<file path="src/sv/wvsd_pkg.sv">
// ----------------------------------------------------------------------------
// wvsd_pkg: shared constants, types and tables for the wind vector block
// Widths of the CORDIC datapath, the square-root datapath and the
// direction arithmetic, the arctangent table and the cell payload.
// ----------------------------------------------------------------------------
package wvsd_pkg;

  localparam int DATA_WIDTH    = 16;
  localparam int CORDIC_STAGES = 16;
  localparam int NUM_CELLS     = (CORDIC_STAGES > DATA_WIDTH) ? CORDIC_STAGES : DATA_WIDTH;
  localparam int IDX_W         = $clog2(NUM_CELLS);
  localparam int GUARD         = 16;
  localparam int CW            = DATA_WIDTH + GUARD + 3;
  localparam int ZW            = 32;
  localparam int SW            = 2 * DATA_WIDTH;
  localparam int SPW           = (DATA_WIDTH + 1 > 16) ? DATA_WIDTH + 1 : 16;
  localparam int DDW           = ZW - GUARD + 1;
  localparam int THR_W         = 16;
  localparam int SPEED_W       = 16;
  localparam int DIR_W         = 15;

  typedef logic        [IDX_W-1:0] idx_t;
  typedef logic        [4:0]       atan_idx_t;
  typedef logic signed [CW-1:0]    coord_t;
  typedef logic signed [ZW-1:0]    angle_t;
  typedef logic        [SW-1:0]    sq_t;
  typedef logic signed [DDW-1:0]   dir_t;

  localparam angle_t ANG_90   = 377487360;
  localparam angle_t ROUND_Z  = 32768;
  localparam dir_t   DIR_HALF = 11520;
  localparam dir_t   DIR_FULL = 23040;
  localparam sq_t    SQ_TOP   = {2'b01, {(SW-2){1'b0}}};

  typedef struct packed {
    logic   valid;
    coord_t x;
    coord_t y;
    angle_t z;
    sq_t    rem;
    sq_t    root;
  } cell_t;

  // atan(2^-i) in units of 1/(64*65536) degree
  function automatic angle_t atan_entry(input atan_idx_t i);
    angle_t a;
    unique case (i)
      5'd0:  a = 188743680;
      5'd1:  a = 111421900;
      5'd2:  a = 58872272;
      5'd3:  a = 29884485;
      5'd4:  a = 15000234;
      5'd5:  a = 7507429;
      5'd6:  a = 3754631;
      5'd7:  a = 1877430;
      5'd8:  a = 938729;
      5'd9:  a = 469366;
      5'd10: a = 234683;
      5'd11: a = 117342;
      5'd12: a = 58671;
      5'd13: a = 29335;
      5'd14: a = 14668;
      5'd15: a = 7334;
      5'd16: a = 3667;
      5'd17: a = 1833;
      5'd18: a = 917;
      5'd19: a = 458;
      5'd20: a = 229;
      5'd21: a = 115;
      5'd22: a = 57;
      5'd23: a = 29;
      5'd24: a = 14;
      5'd25: a = 7;
      5'd26: a = 4;
      5'd27: a = 2;
      5'd28: a = 1;
      5'd29: a = 0;
      5'd30: a = 0;
      5'd31: a = 0;
    endcase
    return a;
  endfunction

endpackage

</file>
<file path="src/sv/wvsd_front.sv">
// ----------------------------------------------------------------------------
// wvsd_front: squares, sum of squares and half-plane pre-rotation
// Two register stages that load the first cell of the chain.
// ----------------------------------------------------------------------------
module wvsd_front (
  input  logic                                   clk,
  input  logic                                   rst_n,
  input  logic                                   adv,
  input  logic                                   in_valid,
  input  logic signed [wvsd_pkg::DATA_WIDTH-1:0] east,
  input  logic signed [wvsd_pkg::DATA_WIDTH-1:0] north,
  output wvsd_pkg::cell_t                        cell_out
);

  logic signed [wvsd_pkg::SW-1:0] usq_full;
  logic signed [wvsd_pkg::SW-1:0] vsq_full;
  wvsd_pkg::coord_t               ue;
  wvsd_pkg::coord_t               ve;
  wvsd_pkg::coord_t               x_nxt;
  wvsd_pkg::coord_t               y_nxt;
  wvsd_pkg::angle_t               z_nxt;

  logic                           a_valid_r;
  wvsd_pkg::sq_t                  usq_r;
  wvsd_pkg::sq_t                  vsq_r;
  wvsd_pkg::coord_t               x_r;
  wvsd_pkg::coord_t               y_r;
  wvsd_pkg::angle_t               z_r;

  wvsd_pkg::cell_t                b_nxt;
  wvsd_pkg::cell_t                b_r;

  assign usq_full = east * east;
  assign vsq_full = north * north;

  always_comb begin
    ue = {{(wvsd_pkg::CW-wvsd_pkg::DATA_WIDTH-wvsd_pkg::GUARD){east[wvsd_pkg::DATA_WIDTH-1]}},
          east, {wvsd_pkg::GUARD{1'b0}}};
    ve = {{(wvsd_pkg::CW-wvsd_pkg::DATA_WIDTH-wvsd_pkg::GUARD){north[wvsd_pkg::DATA_WIDTH-1]}},
          north, {wvsd_pkg::GUARD{1'b0}}};
    // turn left half plane into right half plane
    if (ve < 0) begin
      if (ue >= 0) begin
        x_nxt = ue;
        y_nxt = -ve;
        z_nxt = wvsd_pkg::ANG_90;
      end else begin
        x_nxt = -ue;
        y_nxt = ve;
        z_nxt = -wvsd_pkg::ANG_90;
      end
    end else begin
      x_nxt = ve;
      y_nxt = ue;
      z_nxt = '0;
    end
  end

  always_comb begin
    b_nxt.valid = a_valid_r;
    b_nxt.x     = x_r;
    b_nxt.y     = y_r;
    b_nxt.z     = z_r;
    b_nxt.rem   = usq_r + vsq_r;
    b_nxt.root  = '0;
  end

  always_ff @(posedge clk) begin
    if (!rst_n) begin
      a_valid_r <= 1'b0;
      b_r.valid <= 1'b0;
    end else if (adv) begin
      a_valid_r <= in_valid;
      b_r.valid <= b_nxt.valid;
    end
  end

  always_ff @(posedge clk) begin
    if (adv) begin
      usq_r     <= usq_full;
      vsq_r     <= vsq_full;
      x_r       <= x_nxt;
      y_r       <= y_nxt;
      z_r       <= z_nxt;
      b_r.x     <= b_nxt.x;
      b_r.y     <= b_nxt.y;
      b_r.z     <= b_nxt.z;
      b_r.rem   <= b_nxt.rem;
      b_r.root  <= b_nxt.root;
    end
  end

  assign cell_out = b_r;

endmodule

</file>
<file path="config.mk">
export PLATFORM = sky130hd
export DESIGN_NAME = wvsd_front
export DESIGN_NICKNAME = d
export VERILOG_FILES = /design/src/sv/wvsd_pkg.sv /design/src/sv/wvsd_front.sv
export SDC_FILE = /design/constraint.sdc
export NUM_CORES = 1
export LEC_CHECK = 0
export BUFFER_PORTS_ARGS = -buffer_cell sky130_fd_sc_hd__buf_4
export CAP_MARGIN = 20
export CORE_MARGIN = 10
export CORE_UTILIZATION = 59
export CTS_CLUSTER_DIAMETER = 60
export DETAILED_ROUTE_END_ITERATION = 7
export PLACE_DENSITY = 0.82
export RECOVER_POWER = 25
export SLEW_MARGIN = 10
export SYNTH_ARGS = -nofsm -noshare
export SYNTH_HDL_FRONTEND = slang
export SYNTH_SLANG_ARGS = --single-unit
</file>
<file path="constraint.sdc">
create_clock -name clk -period 7.7 [get_ports clk]
set_clock_uncertainty 0.1 [all_clocks]
set_input_delay 0.385 -clock clk [delete_from_list [all_inputs] [get_ports clk]]
set_output_delay 0.385 -clock clk [all_outputs]
set_load 0.005 [all_outputs]
</file>
==> run summary <==
### Outcome
- complete, but fails checks — outcome
- capacitance limit, slew limit — violations in the final reports

### Synth
- sky130_fd_sc_hd__inv_1 (643), sky130_fd_sc_hd__fa_1 (471), sky130_fd_sc_hd__ha_1 (216) — most common library cells after synthesis
- sky130_fd_sc_hd__edfxtp_1 — ys flop type
- sky130_fd_sc_hd__fa_1 — cell type with the highest aggregate area in the netlist
- sky130_fd_sc_hd__inv_1 — most instantiated library cell after synthesis
- 178 — synthesized flop and latch total
- sky130_fd_sc_hd__fa_1 (36%), sky130_fd_sc_hd__edfxtp_1 (20%), sky130_fd_sc_hd__ha_1 (10%) — dominant cells by area after synthesis
- 0.2032 — proportion of synthesized chip area in sequential cells
- 70 — Unique masters post-synth
- 176 — count of flip-flops with a built-in enable after synthesis
- 0 — number of warnings printed during yosys synthesis
- 0 — share of synthesized registers carrying an async set or reset
- 2590 — cells after synthesis
- 10.12 um^2 — Post-Synthesis Mean Instance Area
- 0.3598 — Synth top area share
- 26210 um^2 — post-synthesis instance area

### Clocking
- 2 — Clock Tree Buf Depth
- 0.08 ns — clock-pin slew reported for the worst setup and hold paths after clock tree synthesis
- 4 — htree depth
- 0 — number of buffers inserted by post-CTS setup repair
- 17 — clock buffers created by TritonCTS
- 178 — count of clock tree sinks
- 0.47 ns — clock network latency to the later pin of the worst-skew pair
- sky130_fd_sc_hd__clkbuf_16 — Root Driver
- 0 — post-cts sizing count
- 0 — post-cts hold buffer count
- built — CTS tree

### Final layout
- 0.06996 — proportion of layout cells with a drive suffix above 1
- 0 — antenna diode instance count
- 0.6328 — end-of-flow core utilization
- 3383 — NumNets Final
- 6.307% — Syn-to-layout area delta

### Die
- 203 — number of placed I/O pins
- 44030 um^2 — Core Box Area
- 230.8 um — floorplan die width
- 230.8 um — die extent in y
- 0.5952 — Initial Util
- 77 — number of placement rows
- 53250 um^2 — die area

### Critical path
- east[1] — source of the critical timing path
- adder cells — gate family responsible for the most delay along the worst path
- 6.88 ns — Worst EP arrival
- 7.82 ns — required time reported for the critical path endpoint
- sky130_fd_sc_hd__fa_1 — CP max stage cell
- flop — category of the worst setup path capture point
- sky130_fd_sc_hd__fa_1 — library cell appearing most often on the critical path
- 4 — critical path buffer and inverter count
- 0.85 ns — maximum single-stage delay on the critical path
- 19 — Max FO, Critical Path
- primary input — CP Launch Type
- in -> reg — Worst Path Class, Setup
- buf_4, clkinv_1, nor2_1, fa_1, fa_1, fa_1, fa_1, fa_1, inv_1, fa_1, inv_1, ha_1, a21oi_1, o21ai_0, a211oi_1, o21ai_0, a31oi_1, a21oi_1, xnor2_1 — cell-by-cell trace of the critical path
- usq_r[3] — R2R Path Start

### STA
- false — RSZ-0062 raised after global routing
- 6.761 ns — Min Clock Period, post-route
- 0.1479 GHz — Highest Clock Rate
- 0.04351 ns — Worst Hold Margin
- 0.8780 — period utilisation layout
- 0 — number of hold violations in the final report
- 0 ns — setup TNS
- 0 — Finish-stage setup viols
- 76 — max-slew violation total from the final report
- -1.925 — relative slew slack
- 4.388 ns — slew at the pin with the worst max-slew slack
- 0.9392 ns — worst setup margin

### Global routing
- 100400 um — global-route wire length before repair
- 76 — pin count of the biggest net entering global routing
- 19860 — via count of the first global-routing pass
- 0 — initial antenna violation count
- 0.2376 — overall track demand over capacity in global routing
- 0 — sum of overflow across all layers after global routing

### Detailed routing
- 1538 — Detailed Route Iter0 Violations
- 0 — post-route DRC violation count
- 17770 — vias post-DR
- 62160 um — DRT Wirelength
- 5.441 — via count normalized by instance count
- 0 — post-detailed-route count of antenna-violating nets
- 5 — number of detailed-route iterations in the first pass
- 19.04 um — Routed wire per std cell

### Placement
- 0.6089 ns — pre-CTS WS
- 49570 um — half-perimeter wire length after detailed placement
- 115 — Port Buffers
- 0.9549 — weighted congestion reported at the end of routability-driven placement

### Flow run
- 1 — max-cap violation count

### Hold path
- in -> reg — class of the tightest hold or removal check
- rst_n — Hold Path Origin

[per-layer routing]
layer  vias to the layer above  global-route usage  share of wire
met2                       729              0.4192           0.52
li1                       7911                   -              -
met4                         0             0.09558          0.039
met1                      8946              0.2859           0.37
met3                       180             0.03912          0.076
met5                         -                   0              0
[cell type report]
cell class	count	area (um^2)
Fill cell	3451	16170
Clock buffer	17	425.4
Sequential cell	178	5325
Inverter	654	2455
Multi-Input combinational cell	1685	17790
Timing Repair Buffer	124	919.6
Tap cell	592	740.7
Clock inverter	15	198.9
[metrics by stage]
stage	cell area [um^2]	cells
finish	27860	3265
CTS	27870	3265
floorplan	26530	2676
detailed placement	27250	3233
global route	27860	3265
global placement	27250	3233
[worst reg2reg max path: stages (launching register included)]
cell and delay (ns):
sky130_fd_sc_hd__edfxtp_1 0.40, sky130_fd_sc_hd__ha_1 0.33, sky130_fd_sc_hd__a211oi_1 0.33, sky130_fd_sc_hd__nor4_1 0.13
sky130_fd_sc_hd__o21ai_0 0.32, sky130_fd_sc_hd__o2111ai_1 0.30, sky130_fd_sc_hd__o221ai_1 0.40, sky130_fd_sc_hd__a31oi_1 0.26
sky130_fd_sc_hd__a211o_1 0.31, sky130_fd_sc_hd__a21oi_1 0.18, sky130_fd_sc_hd__xnor2_1 0.11
[state kept, by name, summed over array words and instances, names as in the netlist]
register / count
y_r: 19
vsq_r: 31
z_r: 3
usq_r: 31
a_valid_r: 1
cell_out: 74
x_r: 19
[cells in the final DEF, fill, tap and decap left out, types with 9 or more instances in the layout]
cell	n
sky130_fd_sc_hd__a21o_1	43
sky130_fd_sc_hd__a21oi_1	102
sky130_fd_sc_hd__a31oi_1	14
sky130_fd_sc_hd__and2_1	60
sky130_fd_sc_hd__buf_4	121
sky130_fd_sc_hd__clkbuf_16	17
sky130_fd_sc_hd__clkinv_1	9
sky130_fd_sc_hd__conb_1	87
sky130_fd_sc_hd__edfxtp_1	176
sky130_fd_sc_hd__fa_1	471
sky130_fd_sc_hd__ha_1	216
sky130_fd_sc_hd__inv_1	643
sky130_fd_sc_hd__nand2_1	192
sky130_fd_sc_hd__nand2b_1	9
sky130_fd_sc_hd__nand3_1	21
sky130_fd_sc_hd__nor2_1	141
sky130_fd_sc_hd__nor2b_1	11
sky130_fd_sc_hd__nor3_1	11
sky130_fd_sc_hd__o21ai_0	37
sky130_fd_sc_hd__o21bai_1	16
sky130_fd_sc_hd__o31ai_1	11
sky130_fd_sc_hd__xnor2_1	109
sky130_fd_sc_hd__xor2_1	33
[final timing paths]
check	end	slack [ns]	cells after the start
worst max-delay path	usq_r[31]	0.94	19
worst min-delay path	a_valid_r	0.04	2
worst min register to register	cell_out[87]	0.32	0
worst max register to register	cell_out[63]	4.28	10
[cells by family after synthesis]
family	count (synthesis)	synth area share
DFF	178	0.2032
AOI/OAI and AO/OA	285	0.07210
muxes	6	0.002340
buffers and inverters	813	0.1301
adders and majority gates	687	0.4629
xor gates and xnor gates	142	0.04746
other	1	0.0001431
and+or+nand+nor	478	0.08174
Power is left out: the tool's default activity adds up to more than one toggle a clock period on the data nets, which glitch-free logic cannot reach.
