[config.mk]
export PLATFORM = sky130hd
export DESIGN_NAME = wvsd_back
export DESIGN_NICKNAME = d
export VERILOG_FILES = /design/src/sv/wvsd_pkg.sv /design/src/sv/wvsd_back.sv
export SDC_FILE = /design/constraint.sdc
export NUM_CORES = 1
export LEC_CHECK = 0
export ABC_AREA = 1
export BUFFER_PORTS_ARGS = -buffer_cell sky130_fd_sc_hd__buf_2
export CORE_ASPECT_RATIO = 0.6
export CORE_MARGIN = 8
export CORE_UTILIZATION = 50
export DETAILED_ROUTE_END_ITERATION = 10
export PLACE_DENSITY = 0.84
export SETUP_SLACK_MARGIN = 0.1
export SLEW_MARGIN = 20
export SYNTH_ARGS = -nofsm -noshare
export SYNTH_HDL_FRONTEND = slang
export SYNTH_SLANG_ARGS = --single-unit
[constraint.sdc]
create_clock -name clk -period 6.7 [get_ports clk]
set_clock_uncertainty 0.05 [all_clocks]
set_input_delay 1.34 -clock clk [delete_from_list [all_inputs] [get_ports clk]]
set_output_delay 1.34 -clock clk [all_outputs]
set_load 0.01 [all_outputs]
[src/sv/wvsd_pkg.sv]
// ----------------------------------------------------------------------------
// wvsd_pkg: shared constants, types and tables for the wind vector block
// Widths of the CORDIC datapath, the square-root datapath and the
// direction arithmetic, the arctangent table and the cell payload.
// ----------------------------------------------------------------------------
package wvsd_pkg;

  localparam int DATA_WIDTH    = 16;
  localparam int CORDIC_STAGES = 16;
  localparam int NUM_CELLS     = (CORDIC_STAGES > DATA_WIDTH) ? CORDIC_STAGES : DATA_WIDTH;
  localparam int IDX_W         = $clog2(NUM_CELLS);
  localparam int GUARD         = 16;
  localparam int CW            = DATA_WIDTH + GUARD + 3;
  localparam int ZW            = 32;
  localparam int SW            = 2 * DATA_WIDTH;
  localparam int SPW           = (DATA_WIDTH + 1 > 16) ? DATA_WIDTH + 1 : 16;
  localparam int DDW           = ZW - GUARD + 1;
  localparam int THR_W         = 16;
  localparam int SPEED_W       = 16;
  localparam int DIR_W         = 15;

  typedef logic        [IDX_W-1:0] idx_t;
  typedef logic        [4:0]       atan_idx_t;
  typedef logic signed [CW-1:0]    coord_t;
  typedef logic signed [ZW-1:0]    angle_t;
  typedef logic        [SW-1:0]    sq_t;
  typedef logic signed [DDW-1:0]   dir_t;

  localparam angle_t ANG_90   = 377487360;
  localparam angle_t ROUND_Z  = 32768;
  localparam dir_t   DIR_HALF = 11520;
  localparam dir_t   DIR_FULL = 23040;
  localparam sq_t    SQ_TOP   = {2'b01, {(SW-2){1'b0}}};

  typedef struct packed {
    logic   valid;
    coord_t x;
    coord_t y;
    angle_t z;
    sq_t    rem;
    sq_t    root;
  } cell_t;

  // atan(2^-i) in units of 1/(64*65536) degree
  function automatic angle_t atan_entry(input atan_idx_t i);
    angle_t a;
    unique case (i)
      5'd0:  a = 188743680;
      5'd1:  a = 111421900;
      5'd2:  a = 58872272;
      5'd3:  a = 29884485;
      5'd4:  a = 15000234;
      5'd5:  a = 7507429;
      5'd6:  a = 3754631;
      5'd7:  a = 1877430;
      5'd8:  a = 938729;
      5'd9:  a = 469366;
      5'd10: a = 234683;
      5'd11: a = 117342;
      5'd12: a = 58671;
      5'd13: a = 29335;
      5'd14: a = 14668;
      5'd15: a = 7334;
      5'd16: a = 3667;
      5'd17: a = 1833;
      5'd18: a = 917;
      5'd19: a = 458;
      5'd20: a = 229;
      5'd21: a = 115;
      5'd22: a = 57;
      5'd23: a = 29;
      5'd24: a = 14;
      5'd25: a = 7;
      5'd26: a = 4;
      5'd27: a = 2;
      5'd28: a = 1;
      5'd29: a = 0;
      5'd30: a = 0;
      5'd31: a = 0;
    endcase
    return a;
  endfunction

endpackage

[src/sv/wvsd_back.sv]
// ----------------------------------------------------------------------------
// wvsd_back: rounding, direction wrap and calm detection
// Two register stages; the second one is the output register.
// ----------------------------------------------------------------------------
module wvsd_back (
  input  logic                           clk,
  input  logic                           rst_n,
  input  logic                           adv,
  input  wvsd_pkg::cell_t                cell_in,
  input  logic [wvsd_pkg::THR_W-1:0]     calm_threshold,
  output logic                           out_valid,
  output logic [wvsd_pkg::SPEED_W-1:0]   out_speed,
  output logic [wvsd_pkg::DIR_W-1:0]     out_direction,
  output logic                           out_calm
);

  logic                              rnd;
  logic                              zero_vec;
  wvsd_pkg::angle_t                  zsum;
  wvsd_pkg::angle_t                  zsh;
  logic [wvsd_pkg::SPW-1:0]          spd_nxt;
  wvsd_pkg::dir_t                    dir_nxt;

  logic                              s1_valid_r;
  logic [wvsd_pkg::SPW-1:0]          spd_r;
  wvsd_pkg::dir_t                    dir_r;

  logic                              calm_nxt;
  wvsd_pkg::dir_t                    wrap;
  logic [wvsd_pkg::DIR_W-1:0]        direction_nxt;

  logic                              out_valid_r;
  logic [wvsd_pkg::SPEED_W-1:0]      speed_r;
  logic [wvsd_pkg::DIR_W-1:0]        direction_r;
  logic                              calm_r;

  always_comb begin
    rnd      = (cell_in.rem > cell_in.root);
    spd_nxt  = cell_in.root[wvsd_pkg::SPW-1:0] + {{(wvsd_pkg::SPW-1){1'b0}}, rnd};
    zero_vec = (cell_in.root == '0) && (cell_in.rem == '0);
    zsum     = cell_in.z + wvsd_pkg::ROUND_Z;
    zsh      = zsum >>> wvsd_pkg::GUARD;
    if (zero_vec) begin
      dir_nxt = wvsd_pkg::DIR_HALF;
    end else begin
      dir_nxt = wvsd_pkg::dir_t'(zsh[wvsd_pkg::DDW-1:0]) + wvsd_pkg::DIR_HALF;
    end
  end

  always_comb begin
    calm_nxt = (spd_r < calm_threshold);
    priority if (dir_r < 0) begin
      wrap = dir_r + wvsd_pkg::DIR_FULL;
    end else if (dir_r >= wvsd_pkg::DIR_FULL) begin
      wrap = dir_r - wvsd_pkg::DIR_FULL;
    end else begin
      wrap = dir_r;
    end
    if (calm_nxt || wrap < 0 || wrap >= wvsd_pkg::DIR_FULL) begin
      direction_nxt = '0;
    end else begin
      direction_nxt = wrap[wvsd_pkg::DIR_W-1:0];
    end
  end

  always_ff @(posedge clk) begin
    if (!rst_n) begin
      s1_valid_r  <= 1'b0;
      out_valid_r <= 1'b0;
    end else if (adv) begin
      s1_valid_r  <= cell_in.valid;
      out_valid_r <= s1_valid_r;
    end
  end

  always_ff @(posedge clk) begin
    if (adv) begin
      spd_r       <= spd_nxt;
      dir_r       <= dir_nxt;
      speed_r     <= spd_r[wvsd_pkg::SPEED_W-1:0];
      direction_r <= direction_nxt;
      calm_r      <= calm_nxt;
    end
  end

  assign out_valid     = out_valid_r;
  assign out_speed     = speed_r;
  assign out_direction = direction_r;
  assign out_calm      = calm_r;

endmodule

==> results of run 1 <==
routing by layer:
| layer | share of wire [%] | GRT usage (%) | vias up |
|---|---|---|---|
| met5 | 0 | 0 | - |
| met4 | 1.7 | 6.42 | 0 |
| met3 | 8.8 | 5.69 | 23 |
| met2 | 42 | 29.6 | 236 |
| met1 | 48 | 26.8 | 1980 |
| li1 | - | - | 2180 |
state kept, by name, indices dropped and copies added, names as in the netlist:
name and count:
dir_r 17, spd_r 17, out_speed 16, out_direction 15, out_calm 1, out_valid 1
s1_valid_r 1
worst max-delay path by stage:
stage | start | endpoint | slack, ns
floorplan | cell_in[31] | spd_r[16] | 2.78
global placement | cell_in[31] | spd_r[15] | 2.23
detailed placement | cell_in[31] | spd_r[15] | 2.15
CTS | cell_in[31] | spd_r[15] | 2.49
global route | cell_in[13] | spd_r[16] | 2.06
finish | cell_in[13] | spd_r[15] | 2.42
worst reg2reg max path, stage by stage (launching register included):
cell      delay (ns)
edfxtp_1        0.45
inv_1           0.11
ha_1            0.25
nor2_2          0.20
nand3_1         0.10
nand2_1         0.13
nand2_2         0.10
nand3_1         0.10
nand2_1         0.06
a21oi_1         0.19
nand3_1         0.14
nand2_1         0.08
nand2_1         0.06
nand2_2         0.29
nor2_1          0.11
metrics by stage:
step                instance area (um2)  utilization (%)  setup slack (ns)  hold WS, ns
finish                             5960             64.1              2.42        0.406
global route                       5960             64.1              2.06        0.428
CTS                                5960             64.1              2.49        0.408
detailed placement                 5640             60.7              2.15        0.397
global placement                   5640             60.7              2.23        0.391
floorplan                          4820                -              2.78        0.378
cell usage after synthesis (all sizes together), types with 5 or more instances:
library cell / n / area (um2)
edfxtp: 66 / 1980
a21oi: 31 / 155
nand3: 34 / 180
nor3: 11 / 60.1
nor4: 17 / 113
inv: 98 / 368
nor2: 66 / 285
nand2: 84 / 338
xor2: 25 / 219
o21ai: 20 / 100
ha: 54 / 676
nand4: 18 / 113
or2: 5 / 31.3
power by group through the flow:
stage,Clock (mW),Combinational [mW],Sequential (mW)
2_1_floorplan,0,0.146,0.546
3_3_place_gp,0,0.243,0.542
3_5_place_dp,0,0.257,0.544
4_1_cts,0.503,0.259,0.535
5_1_grt,0.525,0.293,0.539
6_report,0.495,0.261,0.536
kinds of logic (layout without fill, tap and decap cells):
group,Yosys count,count (layout)
AO/OA/AOI/OAI,68,68
flip-flops,68,68
XOR/XNOR,25,25
buffers and inverters,101,249
adder cells (fa/ha/maj),54,54
AND/OR/NAND/NOR,236,236
cell type report:
type | instances | share of cell area [%]
Sequential cell | 68 | 33.9
Inverter | 99 | 6.24
Tap cell | 130 | 2.73
Multi-Input combinational cell | 383 | 40.4
Timing Repair Buffer | 134 | 11.3
Clock buffer | 10 | 3.84
Clock inverter | 6 | 1.49
==> metrics, run 1 <==
Hold Path Sink out_speed[13]; Synth Area in Simple Gates 23.4%; Hold Crit Start spd_r[13]; sequential share of power 41.5%; final WL 12,900 um; PwrDens 217 nW/um2; Synth Flop Type edfxtp_1; Worst VDD drop 0.145 mV; row cnt 27; buffers and inverters on the worst path 2; measured slew at the worst slew-check pin 0.842 ns; commonest non-fill, non-tap cell in the layout buf_2; routed length per instance 15.6 um; largest net degree at the start of global routing 70; Max-Cap Viols 0; P_leak 3.00 nW; ant diodes 0; DIE AREA 13,200 um2; Net Sw Frac 27.2%; worst hold path type register to register; status finished clean; Iteration-0 DRC Markers 375; Synth Area in Adders 14.0%; initial antenna violation count 0; Period minus WS final 4.28 ns; Starting Density 51.9%; Compound-Gate Fraction of Synth Area 7.99%; most frequent cells in the layout buf_2 (133), inv_1 (97), nand2_1 (77); Worst path most repeated cell nand2_1; port bufs 133; Setup TNS 0 ns; worst skew pair latency 0.32 ns; CP startpoint kind input pin; async set-reset flop share out of synthesis 0%; drt pass-1 iters 5; GPL Wtd Cong 0.871; WP data required 6.71 ns; Sw Pwr 351 uW; hold path depth 0; endpoints failing hold 0; Post-Layout Cell Count 830; number of flops mapped to enable cells by yosys 66; Pint 941 uW; worst-path cell chain buf_2, inv_1, ha_1, nand4_1, nor3_1, nand2_1, nand2_1, nand3_1, a21oi_1, ha_1, nand2_1, nor2_1, nand2_1, nor2_1, nand4_1, nor4_2, xor2_1; Via Count 4,419; Clock power frac 38.3%; Worst Path Max Fanout 5; # hold bufs at CTS 0; Critical Path AT 4.29 ns; Ports 219; CTS tree done; DP HPWL 10,900 um; CTS Sinks 68; fill count 758; Total Routing Usage GR 19.7%; core area 9290 um2; Register Area 2020 um2; critical path type input pin to register; Syn. warnings 0; Slew HR 43.9%; xor and xnor fraction of the mapped netlist area 4.54%; Detail Route Antenna Nets 0; slowest stage delay, CP 0.32 ns; htree depth 3; Placed Cells 814; # Post-CTS Setup Buffers 0; R2R setup slack 4.03 ns; Worst path slowest cell ha_1; Root Buffer clkbuf_16; endpoints failing setup 0; Mapped Cells 552; Reg-to-Reg End out_direction[2]; mux contribution to synthesized area 0%; Netlist cell types 36; vias in the first global route 4,385; #FFs+latches synth 68; largest family of logic cells by synthesized area simple AND/OR/NAND/NOR gates; DIE WIDTH 143 um; R2R cell count 14; Crit path depth 17; clk buf depth 2; fmax 0.234 GHz; CTS-repair resized insts 0; final-stage net count 935; Combinational Power Share 20.2%; GRT overflow 0; first-pass GRT wire length 20,800 um; CTS buffer count 9; family with the most delay on the worst path simple AND/OR/NAND/NOR gates; count of final max-slew check failures 0; layout cell share with drive strength beyond 1 25.6%; Worst setup EP type register; RSZ-0062 raised after global routing false; drt via density 5.32; Area Overhead vs Synth 23.4%; sequential area share after synthesis 41.9%; Synth Cell Area 4820 um2; fin crit share 63.8%; clk slew on worst S/H paths 0.05 ns; r2r startpoint dir_r[9]; Die Height 92.1 um; Design Power 1.29 mW; Net Count, Synth 792; Multi-input gate area 2410 um2; Synth Area per Inst 8.74 um2; DRC viols 0
No activity file was read; power rests on OpenSTA's default activity.
==> inputs of run 2 (changes only) <==
Settings changed: ABC_AREA 1 to 0, CORE_UTILIZATION 50 to 44, PLACE_DENSITY 0.84 to 0.78.
Clock period 6.7 ns to 3.9 ns, I/O delays scaled along.
==> metrics, run 2 <==
first-pass GRT wire length 22,000 um; Critical Path Source cell_in[9]; Critical Path AT 3.62 ns; endpoints failing hold 0; PwrDens 361 nW/um2; final WL 13,800 um; row cnt 30; DIE WIDTH 153 um; endpoints failing setup 0; GRT overflow 0; Worst path slowest cell o31a_1; Worst VDD drop 0.179 mV; r2r startpoint dir_r[10]; Post-synth top cells edfxtp_1 (66), ha_1 (54), inv_1 (54), xnor2_1 (29), nor2_1 (26); Die Height 98.4 um; port bufs 133; Via Count 4,418; measured slew at the worst slew-check pin 0.821 ns; CP startpoint kind input pin; htree depth 3; Syn. warnings 0; # hold bufs at CTS 0; number of flops mapped to enable cells by yosys 66; # Post-CTS Setup Buffers 0; drt via density 5.66; Synth Area per Inst 10.4 um2; drt pass-1 iters 5; core area 11,200 um2; ranking of synthesized cells by area edfxtp_1 (40%), ha_1 (14%), xnor2_1 (5.1%), inv_1 (4.1%), nor4_1 (2.6%); worst hold path type register to register; Max-Cap Viols 0; Hold Crit Start spd_r[5]; routed length per instance 17.7 um; initial antenna violation count 0; worst skew pair latency 0.33 ns; worst-path cell chain buf_2, inv_1, ha_1, a21o_1, a21o_1, a221o_1, a221oi_1, a21oi_1, o31a_1, ha_1, nand2_1, nor2b_1, and2_1, and4_1, nand3_1, xnor2_1; DIE AREA 15,100 um2; P_leak 2.79 nW; layout cell share with drive strength beyond 1 28.9%; fin crit share 92.1%; status finished clean; CTS Sinks 68; area fraction of the dominant cell type after synthesis 39.8%; Ports 219; GPL Wtd Cong 0.925; DP HPWL 11,400 um; CTS-repair resized insts 0; count of final max-slew check failures 0; Period minus WS final 3.59 ns; Area Overhead vs Synth 24.6%; commonest non-fill, non-tap cell in the layout buf_2; Netlist cell types 62; R2R setup slack 0.58 ns; sequential area share after synthesis 40.6%; Total Routing Usage GR 18.1%; Worst setup EP type register; largest net degree at the start of global routing 37; CTS buffer count 9; most frequent cells in the layout buf_2 (133), edfxtp_1 (66), inv_1 (54), ha_1 (54), xnor2_1 (29); clk slew on worst S/H paths 0.06 ns; most frequent cell after synthesis edfxtp_1; WP data required 3.93 ns; clk buf depth 2; #FFs+latches synth 68; Slew HR 45.3%; Synth Flop Type edfxtp_1; vias in the first global route 4,229; fmax 0.278 GHz; Starting Density 44.6%; final-stage net count 871; Iteration-0 DRC Markers 354; Root Buffer clkbuf_16; Net Count, Synth 721; Design Power 2.24 mW; Synth Cell Area 4980 um2; async set-reset flop share out of synthesis 0%; DRC viols 0; CTS tree done; ant diodes 0; slowest stage delay, CP 0.36 ns; critical path type input pin to register; Setup TNS 0 ns; area leader, netlist edfxtp_1; Mapped Cells 481; Detail Route Antenna Nets 0; RSZ-0062 raised after global routing false; Worst Path Max Fanout 3
==> run 2: where the power goes <==
part | switching (mW) | internal (mW)
Clock | 0.296 | 0.493
Sequential | 0.0488 | 0.887
Combinational | 0.292 | 0.225
Total | 0.637 | 1.60
==> run 2: worst paths after layout <==
path / cells after the start / end
setup / recovery: 16 / spd_r[16]
setup reg to reg: 8 / out_direction[2]
hold / removal: 0 / out_speed[5]
hold reg to reg: 0 / out_speed[5]
==> run 2: metal layers <==
metal / up-vias / track usage (%) / share of wire (%) / routed length, um
li1: 2113 / - / - / -
met1: 2077 / 26.0 / 48 / 6620
met2: 211 / 25.5 / 41 / 5650
met3: 17 / 5.33 / 9.8 / 1360
met4: 0 / 5.24 / 1.3 / 182
met5: - / 0 / 0 / 0
==> run 2: through the flow <==
stage / cell area [um2] / worst slack [ns] / std cells / utilization [%] / hold WS [ns]
3_3_place_gp: 5900 / 0.00706 / 764 / 52.7 / 0.392
6_report: 6210 / 0.309 / 780 / 55.5 / 0.404
2_1_floorplan: 4980 / 0.329 / 481 / - / 0.377
5_1_grt: 6210 / 0.122 / 780 / 55.5 / 0.412
3_5_place_dp: 5900 / -0.0142 / 764 / 52.7 / 0.392
4_1_cts: 6190 / 0.321 / 780 / 55.4 / 0.405
==> run 2: logic make-up after synthesis <==
kind of cell / count (synthesis) / share of synthesized area, %
and+or+nand+nor: 174 / 21.7
AOI/OAI and AO/OA: 75 / 10.8
DFF: 68 / 40.6
adders and majority gates: 54 / 13.6
muxes: 5 / 1.03
xor gates and xnor gates: 39 / 6.85
buffers and inverters: 66 / 5.50
==> run 2: critical path: cells and delay by family <==
family                   cells  cell delay (ns)
AND/OR/NAND/NOR              5             0.69
XOR/XNOR                     1             0.07
buffers and inverters        2             0.13
adder cells (fa/ha/maj)      2             0.54
AO/OA/AOI/OAI                6             1.41
==> run 2: final cells by class <==
type / instances / area (um2)
timing repair buffer: 151 / 801
multi-input combinational: 347 / 2710
clock inverter: 6 / 65.1
sequential: 68 / 2020
clock buffer: 10 / 229
inverter: 54 / 203
tap: 144 / 180
fill: 994 / 4980
